`src/rtl/core/clr_pkg.sv`:
```
package clr_pkg;

	localparam int unsigned SEED_W  = 32;
	localparam int unsigned STATE_W = 31;
	localparam int unsigned LIMIT_W = 16;
	localparam int unsigned MUL_A_W = 32;
	localparam int unsigned MUL_B_W = 16;
	localparam int unsigned ACC_W   = MUL_A_W + MUL_B_W;

	// moduli are 2^31 - fold constant, so hi*2^31 + lo == hi*fold + lo (mod m)
	localparam logic [STATE_W-1:0] MOD_FIRST  = 31'd2147483563;
	localparam logic [STATE_W-1:0] MOD_SECOND = 31'd2147483399;
	localparam logic [STATE_W-1:0] RAW_ADJ    = 31'd2147483562;

	localparam logic [MUL_B_W-1:0] MUL_FIRST   = 16'd40014;
	localparam logic [MUL_B_W-1:0] MUL_SECOND  = 16'd40692;
	localparam logic [MUL_B_W-1:0] FOLD_FIRST  = 16'd85;
	localparam logic [MUL_B_W-1:0] FOLD_SECOND = 16'd249;
	localparam logic [MUL_B_W-1:0] SEED_SCALE  = 16'h0423;
	localparam logic [SEED_W-1:0]  SEED_OFFSET = 32'h0000_0011;

	localparam logic [SEED_W-1:0]  SEED_RST   = 32'd1;
	localparam logic [STATE_W-1:0] FIRST_RST  = 31'd1;
	localparam logic [STATE_W-1:0] SECOND_RST = 31'd1076;

	typedef enum logic {
		ALU_MAC,
		ALU_RED
	} alu_op_t;

	typedef struct packed {
		alu_op_t            op;
		logic [MUL_A_W-1:0] a;
		logic [MUL_B_W-1:0] b;
		logic [ACC_W-1:0]   c;
	} alu_req_t;

	typedef struct packed {
		logic             ge;
		logic [ACC_W-1:0] res;
	} alu_rsp_t;

endpackage

```
`src/rtl/core/clr_alu.sv`:
```
module clr_alu import clr_pkg::*; (
	input  alu_req_t req,
	output alu_rsp_t rsp
);

	logic [ACC_W-1:0] prod;
	logic [ACC_W-1:0] modv;

	// MAC: a*b + c. RED: one conditional subtract of modulus a from c.
	always_comb begin
		prod    = ACC_W'(req.a) * ACC_W'(req.b);
		modv    = ACC_W'(req.a);
		rsp.ge  = (req.c >= modv);
		case (req.op)
			ALU_MAC: rsp.res = prod + req.c;
			ALU_RED: rsp.res = rsp.ge ? (req.c - modv) : req.c;
			default: rsp.res = req.c;
		endcase
	end

endmodule

```
`src/rtl/core/clr_div.sv`:
```
module clr_div import clr_pkg::*; (
	input  logic               clk,
	input  logic               arst_n,
	input  logic               start,
	input  logic [STATE_W-1:0] dividend,
	input  logic [LIMIT_W-1:0] divisor,
	output logic               done,
	output logic [LIMIT_W-1:0] rem
);

	// two remainder bits per cycle
	localparam int unsigned NUM_W = STATE_W + (STATE_W % 2);
	localparam int unsigned STEPS = NUM_W / 2;
	localparam int unsigned CNT_W = $clog2(STEPS);

	logic [NUM_W-1:0]   num_q;
	logic [LIMIT_W-1:0] den_q;
	logic [LIMIT_W-1:0] rem_q;
	logic [CNT_W-1:0]   cnt_q;
	logic               busy_q;
	logic               done_q;

	logic [LIMIT_W:0]   t0, t1;
	logic [LIMIT_W-1:0] r0, r1;

	always_comb begin
		t0 = {rem_q, num_q[NUM_W-1]};
		r0 = (t0 >= {1'b0, den_q}) ? LIMIT_W'(t0 - {1'b0, den_q}) : t0[LIMIT_W-1:0];
		t1 = {r0, num_q[NUM_W-2]};
		r1 = (t1 >= {1'b0, den_q}) ? LIMIT_W'(t1 - {1'b0, den_q}) : t1[LIMIT_W-1:0];
	end

	always_ff @(posedge clk or negedge arst_n) begin
		if (!arst_n) begin
			num_q  <= '0;
			den_q  <= '0;
			rem_q  <= '0;
			cnt_q  <= '0;
			busy_q <= 1'b0;
			done_q <= 1'b0;
		end else if (start) begin
			num_q  <= NUM_W'(dividend);
			den_q  <= divisor;
			rem_q  <= '0;
			cnt_q  <= '0;
			busy_q <= 1'b1;
			done_q <= 1'b0;
		end else if (busy_q) begin
			num_q <= {num_q[NUM_W-3:0], 2'b00};
			rem_q <= r1;
			cnt_q <= cnt_q + 1'b1;
			if (cnt_q == CNT_W'(STEPS - 1)) begin
				busy_q <= 1'b0;
				done_q <= 1'b1;
			end
		end else begin
			done_q <= 1'b0;
		end
	end

	assign done = done_q;
	assign rem  = (den_q == '0) ? '0 : rem_q;

endmodule

```
`src/rtl/core/combined_lcg_random_range_unit.sv`:
```
// Combined two-seed multiplicative random generator with range reduction.
// Input channel (in_valid/in_stall, limit): one transaction requests one
// random number. Output channel (out_valid/out_stall, value, raw): one
// transaction per request; raw is the combined generator output, value is
// raw mod limit (0 when limit is 0).
// One shared multiply-add / compare-subtract unit is stepped through both
// seed updates (multiply, fold of the high part, then conditional
// subtracts of the modulus until each seed is reduced), then a radix-4
// remainder unit computes the 31-bit modulo by limit. A request is taken
// only once the last one has left the sequencer; in_stall is high whenever
// the sequencer is not idle.
// A finished result sits in the output register; the next request is taken
// meanwhile, and if out_stall still holds when that one finishes the
// sequencer waits in its last state until the register frees up.
// Reset: seed register is 1, seeds are 1 and 1076, block idle.
// A cfg_wen write of the seed reloads both seeds through the shared unit,
// which stalls the input until both seeds are loaded and reduced.
module combined_lcg_random_range_unit import clr_pkg::*; (
	input  logic               clk,
	input  logic               arst_n,
	input  logic               cfg_wen,
	input  logic [SEED_W-1:0]  cfg_wdata,
	input  logic               in_valid,
	output logic               in_stall,
	input  logic [LIMIT_W-1:0] limit,
	output logic               out_valid,
	input  logic               out_stall,
	output logic [LIMIT_W-1:0] value,
	output logic [STATE_W-1:0] raw
);

	typedef enum logic [3:0] {
		S_IDLE,
		S_LD_MUL,
		S_LD2_RED,
		S_LD1_RED,
		S_A_MUL,
		S_A_FOLD,
		S_A_RED,
		S_B_MUL,
		S_B_FOLD,
		S_B_RED,
		S_COMB,
		S_DIV,
		S_OUT
	} state_t;

	state_t             state_q;
	logic [SEED_W-1:0]  seed_q;
	logic [STATE_W-1:0] s0_q;
	logic [STATE_W-1:0] s1_q;
	logic [ACC_W-1:0]   acc_q;
	logic [LIMIT_W-1:0] lim_q;
	logic [STATE_W-1:0] raw_q;
	logic               out_valid_q;
	logic [LIMIT_W-1:0] value_q;
	logic [STATE_W-1:0] raw_out_q;

	alu_req_t alu_req;
	alu_rsp_t alu_rsp;

	logic [STATE_W:0]   z_diff;
	logic               z_low;
	logic [STATE_W-1:0] raw_next;

	logic               div_start;
	logic               div_done;
	logic [LIMIT_W-1:0] div_rem;

	logic               out_load;

	// shared unit operand select
	always_comb begin
		alu_req = '0;
		case (state_q)
			S_LD_MUL: begin
				alu_req.op = ALU_MAC;
				alu_req.a  = seed_q;
				alu_req.b  = SEED_SCALE;
				alu_req.c  = ACC_W'(SEED_OFFSET);
			end
			S_LD2_RED, S_B_RED: begin
				alu_req.op = ALU_RED;
				alu_req.a  = MUL_A_W'(MOD_SECOND);
				alu_req.c  = acc_q;
			end
			S_LD1_RED, S_A_RED: begin
				alu_req.op = ALU_RED;
				alu_req.a  = MUL_A_W'(MOD_FIRST);
				alu_req.c  = acc_q;
			end
			S_A_MUL: begin
				alu_req.op = ALU_MAC;
				alu_req.a  = MUL_A_W'(s0_q);
				alu_req.b  = MUL_FIRST;
			end
			S_B_MUL: begin
				alu_req.op = ALU_MAC;
				alu_req.a  = MUL_A_W'(s1_q);
				alu_req.b  = MUL_SECOND;
			end
			// product = hi*2^31 + lo; fold hi back in as hi*(2^31 mod m)
			S_A_FOLD: begin
				alu_req.op = ALU_MAC;
				alu_req.a  = MUL_A_W'(acc_q[ACC_W-2:STATE_W]);
				alu_req.b  = FOLD_FIRST;
				alu_req.c  = ACC_W'(acc_q[STATE_W-1:0]);
			end
			S_B_FOLD: begin
				alu_req.op = ALU_MAC;
				alu_req.a  = MUL_A_W'(acc_q[ACC_W-2:STATE_W]);
				alu_req.b  = FOLD_SECOND;
				alu_req.c  = ACC_W'(acc_q[STATE_W-1:0]);
			end
			default: alu_req = '0;
		endcase
	end

	clr_alu u_alu (
		.req (alu_req),
		.rsp (alu_rsp)
	);

	// combine: z = s0 - s1, wrapped into 1..m1-1
	always_comb begin
		z_diff   = {1'b0, s0_q} - {1'b0, s1_q};
		z_low    = z_diff[STATE_W] || (z_diff == '0);
		raw_next = z_low ? (z_diff[STATE_W-1:0] + RAW_ADJ) : z_diff[STATE_W-1:0];
	end

	assign div_start = (state_q == S_COMB);

	clr_div u_div (
		.clk      (clk),
		.arst_n   (arst_n),
		.start    (div_start),
		.dividend (raw_next),
		.divisor  (lim_q),
		.done     (div_done),
		.rem      (div_rem)
	);

	// result moves into the output register once that register is free
	assign out_load = (state_q == S_OUT) && !cfg_wen && (!out_valid_q || !out_stall);

	always_ff @(posedge clk or negedge arst_n) begin
		if (!arst_n) begin
			state_q     <= S_IDLE;
			seed_q      <= SEED_RST;
			s0_q        <= FIRST_RST;
			s1_q        <= SECOND_RST;
			acc_q       <= '0;
			lim_q       <= '0;
			raw_q       <= '0;
			out_valid_q <= 1'b0;
			value_q     <= '0;
			raw_out_q   <= '0;
		end else begin
			if (out_load) begin
				out_valid_q <= 1'b1;
			end else if (out_valid_q && !out_stall) begin
				out_valid_q <= 1'b0;
			end
			if (cfg_wen) begin
				// reseed restarts the load sequence
				seed_q  <= cfg_wdata;
				state_q <= S_LD_MUL;
			end else begin
				case (state_q)
					S_IDLE: begin
						if (in_valid) begin
							lim_q   <= limit;
							state_q <= S_A_MUL;
						end
					end
					S_LD_MUL: begin
						// derived seed keeps only the low 32 bits
						acc_q   <= ACC_W'(alu_rsp.res[SEED_W-1:0]);
						state_q <= S_LD2_RED;
					end
					S_LD2_RED: begin
						if (alu_rsp.ge) begin
							acc_q <= alu_rsp.res;
						end else begin
							s1_q    <= acc_q[STATE_W-1:0];
							acc_q   <= ACC_W'(seed_q);
							state_q <= S_LD1_RED;
						end
					end
					S_LD1_RED: begin
						if (alu_rsp.ge) begin
							acc_q <= alu_rsp.res;
						end else begin
							s0_q    <= acc_q[STATE_W-1:0];
							state_q <= S_IDLE;
						end
					end
					S_A_MUL: begin
						acc_q   <= alu_rsp.res;
						state_q <= S_A_FOLD;
					end
					S_A_FOLD: begin
						acc_q   <= alu_rsp.res;
						state_q <= S_A_RED;
					end
					S_A_RED: begin
						if (alu_rsp.ge) begin
							acc_q <= alu_rsp.res;
						end else begin
							s0_q    <= acc_q[STATE_W-1:0];
							state_q <= S_B_MUL;
						end
					end
					S_B_MUL: begin
						acc_q   <= alu_rsp.res;
						state_q <= S_B_FOLD;
					end
					S_B_FOLD: begin
						acc_q   <= alu_rsp.res;
						state_q <= S_B_RED;
					end
					S_B_RED: begin
						if (alu_rsp.ge) begin
							acc_q <= alu_rsp.res;
						end else begin
							s1_q    <= acc_q[STATE_W-1:0];
							state_q <= S_COMB;
						end
					end
					S_COMB: begin
						raw_q   <= raw_next;
						state_q <= S_DIV;
					end
					S_DIV: begin
						if (div_done) begin
							state_q <= S_OUT;
						end
					end
					S_OUT: begin
						// hold until the output register is free
						if (out_load) begin
							value_q   <= div_rem;
							raw_out_q <= raw_q;
							state_q   <= S_IDLE;
						end
					end
					default: state_q <= S_IDLE;
				endcase
			end
		end
	end

	assign in_stall  = (state_q != S_IDLE) || cfg_wen;
	assign out_valid = out_valid_q;
	assign value     = value_q;
	assign raw       = raw_out_q;

	// seeds always stay reduced
	assert property (@(posedge clk) disable iff (!arst_n)
		(s0_q < MOD_FIRST) && (s1_q < MOD_SECOND))
		else $error("seed register not reduced below its modulus");

	// combined output lies in 1..m1-1
	assert property (@(posedge clk) disable iff (!arst_n)
		out_valid |-> ((raw != '0) && (raw <= RAW_ADJ)))
		else $error("raw output out of range");

	// remainder unit finishes only while the sequencer waits for it
	assert property (@(posedge clk) disable iff (!arst_n)
		div_done |-> (state_q == S_DIV))
		else $error("remainder done outside wait state");

	// remainder is below the limit, or zero for a zero limit
	assert property (@(posedge clk) disable iff (!arst_n)
		div_done |-> (((lim_q == '0) && (div_rem == '0)) || (div_rem < lim_q)))
		else $error("remainder not below limit");

endmodule

```
`config.mk`:
```
export PLATFORM = sky130hd
export DESIGN_NAME = combined_lcg_random_range_unit
export DESIGN_NICKNAME = d
export VERILOG_FILES = /design/src/rtl/core/clr_pkg.sv /design/src/rtl/core/clr_alu.sv /design/src/rtl/core/clr_div.sv /design/src/rtl/core/combined_lcg_random_range_unit.sv
export SDC_FILE = /design/constraint.sdc
export NUM_CORES = 2
export LEC_CHECK = 0
export ABC_AREA = 1
export BUFFER_PORTS_ARGS = -buffer_cell sky130_fd_sc_hd__buf_4
export CAP_MARGIN = 10
export CORE_ASPECT_RATIO = 0.9
export CORE_UTILIZATION = 34
export DETAILED_ROUTE_END_ITERATION = 6
export GPL_TIMING_DRIVEN = 0
export SYNTH_ARGS = -nofsm -noshare
export SYNTH_HDL_FRONTEND = slang
export SYNTH_SLANG_ARGS = --single-unit
```
`constraint.sdc`:
```
create_clock -name clk -period 6.28 [get_ports clk]
set_input_delay 0.314 -clock clk [delete_from_list [all_inputs] [get_ports clk]]
set_output_delay 0.314 -clock clk [all_outputs]
set_load 0.02 [all_outputs]
```
==> qor.txt <==
WHS Path Cells: 3
Most common flop cell mapped by yosys: dfrtp_1
Worst Setup SP: state_q[0]$_DFFE_PN0P_
DR WL/cell: 21.0 µm
Area Growth Syn to Fin: 25.6%
Clock latency on the worst-skew pair: 0.65 ns
Num ports: 102
Final Skew: 0.0413 ns
Violated checks: negative setup slack
Adder-cell area share of the yosys netlist: 28.5%
R2r worst-path depth: 37
Global route overflow: 0
Delay-heaviest family, CP: adder cells
Critical path's most frequent cell: inv_2
Unrepaired setup endpoints after global routing: yes
Post-synthesis cell count: 5441
H-tree depth: 2
Synth Area in Compound Gates: 10.2%
Synth Register Bits: 311
Most frequent cells in the layout: nand2_1, inv_1, nor2_1
DR iter-0 viols: 3759
Capturing point of the worst reg2reg path: acc_q[29]$_DFFE_PN0P_
Synth Area in Simple Gates: 24.7%
Die ar.: 113000 µm²
Status: complete, but fails checks
Post-synthesis sequential area ratio: 20.6%
Mapped cell area: 37900 µm²
Row count: 115
Root Driver: clkbuf_16
Hold WC Path Type: in2reg
IO Port Bufs: 100
Final hold vios: 0
Async SR Flop Fraction: 100%
Filler instances: 11200
Final net count: 6523
Worst slew margin: 15.7%
Initial Util: 34.5%
Final setup violation count: 39
Share of layout cells above drive strength 1: 18.2%
Top-area cell type share of the netlist area: 20.2%
CTS max path bufs: 3
HPWL Detailed: 128 mm
Largest family of logic cells by synthesized area: adder cells
Antenna Nets Post-Route: 0
Via density: 5.09
Commonest non-fill, non-tap cell in the layout: nand2_1
Max Fanout on Critical Path: 8
Max-Cap Viols: 0
Placed cells: 7016
FF/Latch Area: 7790 µm²
Multiplexer share of the synthesized area: 0.446%
CTS tree: built
Residual DRC: 0
Cell variety after synth: 49
Hold slack final: 0.0927 ns
Largest area contributor in the netlist: dfrtp_1
Highest clock rate: 138 MHz
Synth area leaders: dfrtp_1, fa_1, nand2_1
Tcrit/Tclk final: 115%
Reg-to-reg critical path startpoint: state_q[0]$_DFFE_PN0P_
RePlAce Congestion: 1.02
M3 GR Usage: 4.56%
First-pass GRT wire length: 225 mm
CP peak stage delay: 0.57 ns
Worst reg-to-reg setup slack: -0.97 ns
Area taken by multi-input logic gates: 28000 µm²
CTS clk-pin slew, worst paths: 0.08 ns
Die H: 319 µm
PnR worst setup slack: -0.967 ns
Worst-margin pin slew: 1.26 ns
Total Routing Usage GR: 26.7%
Mapped Avg Cell Area: 6.96 µm²
DRT Wirelength: 154 mm
Post-route minimum period: 7.25 ns
DR pass1 iterations: 6
Number of synthesized flops with an enable pin: 0
Hold Path Origin: cfg_wdata[22]
Setup TNS: -29.28 ns
GR peak layer: met1
CP endpoint kind: flip-flop
CP Data Arrival Time: 7.76 ns
Grt met1 use: 39.5%
Worst EP required: 6.80 ns
Clock sinks: 311
CP Class: reg2reg
Initial antenna violation count: 1
CTS Buf Count: 40
Vias post-DR: 37300
Number of global-route vias before repair: 35400
Synth Area in XOR/XNOR: 1.67%
Finished Layout Cells: 7320
Slowest-stage cell, CP: fa_1
Crit start category: flip-flop
Core area: 110000 µm²
Met2 Use GR: 39.2%
Pin count of the biggest net entering global routing: 95
Synth Warn #: 0
Slew Viols, Final: 0
CP bufs+invs: 11
Chip Width: 354 µm
Worst Hold Path EP: seed_q[22]$_DFFE_PN0P_
-- sequential cells by signal (all words and copies together), names as in the netlist, 4 cells and up --
signal and count:
acc_q 48, lim_q 16, raw 31, raw_q 31, s0_q 31, s1_q 31
seed_q 32, state_q 4, u_div.cnt_q 4, u_div.den_q 16, u_div.num_q 32, u_div.rem_q 16
value 16
-- how the worst max path moves through the flow --
stage               slack (ns)                    end  cells after the start
floorplan                -0.02  acc_q[32]$_DFFE_PN0P_                     30
global placement         -2.90  acc_q[42]$_DFFE_PN0P_                     28
detailed placement       -2.96  acc_q[42]$_DFFE_PN0P_                     28
CTS                      -0.89  acc_q[31]$_DFFE_PN0P_                     35
global route             -1.17  acc_q[25]$_DFFE_PN0P_                     38
finish                   -0.97  acc_q[29]$_DFFE_PN0P_                     37
-- routing by layer --
metal / share of wire (%) / wire length, µm
met3: 9.0 / 13800
met2: 42 / 64500
met5: 0 / 0
met1: 45 / 69800
met4: 3.7 / 5650
-- synth_stat cells (3+ instances only) --
master	count
nand2_1	1449
inv_1	1219
nor2_1	505
fa_1	375
dfrtp_1	305
o21ai_0	272
ha_1	264
a21oi_1	250
nand3_1	223
clkbuf_1	83
o21ai_1	45
nor3_1	40
xor2_1	40
nand4_1	34
o22ai_1	34
xnor2_1	32
a31oi_1	25
a21o_1	21
or2_2	19
inv_2	17
a22oi_1	15
mux2_2	15
nor4_1	15
buf_4	14
o211ai_1	14
buf_1	12
o21bai_1	12
nand2_2	10
o21a_1	10
buf_2	9
and3_1	7
buf_6	7
nand3b_1	7
nor2_2	7
dfstp_2	6
a21boi_0	4
and2_1	4
clkinv_1	4
o31ai_1	3
-- through the flow --
| stage | util [%] | setup slack [ns] | cell area [µm²] |
|---|---|---|---|
| finish | 43.3 | -0.967 | 47600 |
| global placement | 37.1 | -2.90 | 40800 |
| detailed placement | 37.2 | -2.96 | 40900 |
| global route | 43.3 | -1.17 | 47600 |
| CTS | 41.7 | -0.890 | 45800 |
| floorplan | - | -0.0249 | 38200 |
-- final cells by class --
type                            count  share of cell area, %
Clock inverter                     17                  0.513
Clock buffer                       51                   2.34
Timing Repair Buffer              345                   6.32
Tap cell                         1462                   3.85
Inverter                         1240                   9.91
Antenna cell                        1                0.00526
Sequential cell                   311                   16.4
Multi-Input combinational cell   3772                   58.8
Buffer                            121                   1.89
-- timing repair --
action	in CTS	in global routing
gates resized for setup	561	325
gates cloned	2	2
pin swaps	119	202
endpoints found under the hold margin	114	0
hold buffers	46	0
setup endpoints to repair	68	114
buffers inserted	108	82
-- kinds of logic (layout without fill, tap and decap cells) --
| logic type | Yosys count | count (layout) |
|---|---|---|
| buffers and inverters | 1365 | 1774 |
| xor gates and xnor gates | 72 | 72 |
| AOI/OAI and AO/OA | 713 | 713 |
| muxes | 15 | 15 |
| DFF | 311 | 311 |
| other | 2 | 10 |
| adders and majority gates | 639 | 639 |
| and+or+nand+nor | 2324 | 2324 |
-- worst register-to-register path: cells and delay by family, from the launching register on --
| kind | cells | cell delay [ns] |
|---|---|---|
| compound gates | 2 | 0.33 |
| xor+xnor | 1 | 0.16 |
| fa+ha+maj | 7 | 3.50 |
| buf+inv | 11 | 1.05 |
| flops | 1 | 0.47 |
| simple gates | 16 | 1.59 |
Power is left out: the tool's default activity adds up to more than one toggle a clock period on the data nets, which glitch-free logic cannot reach.
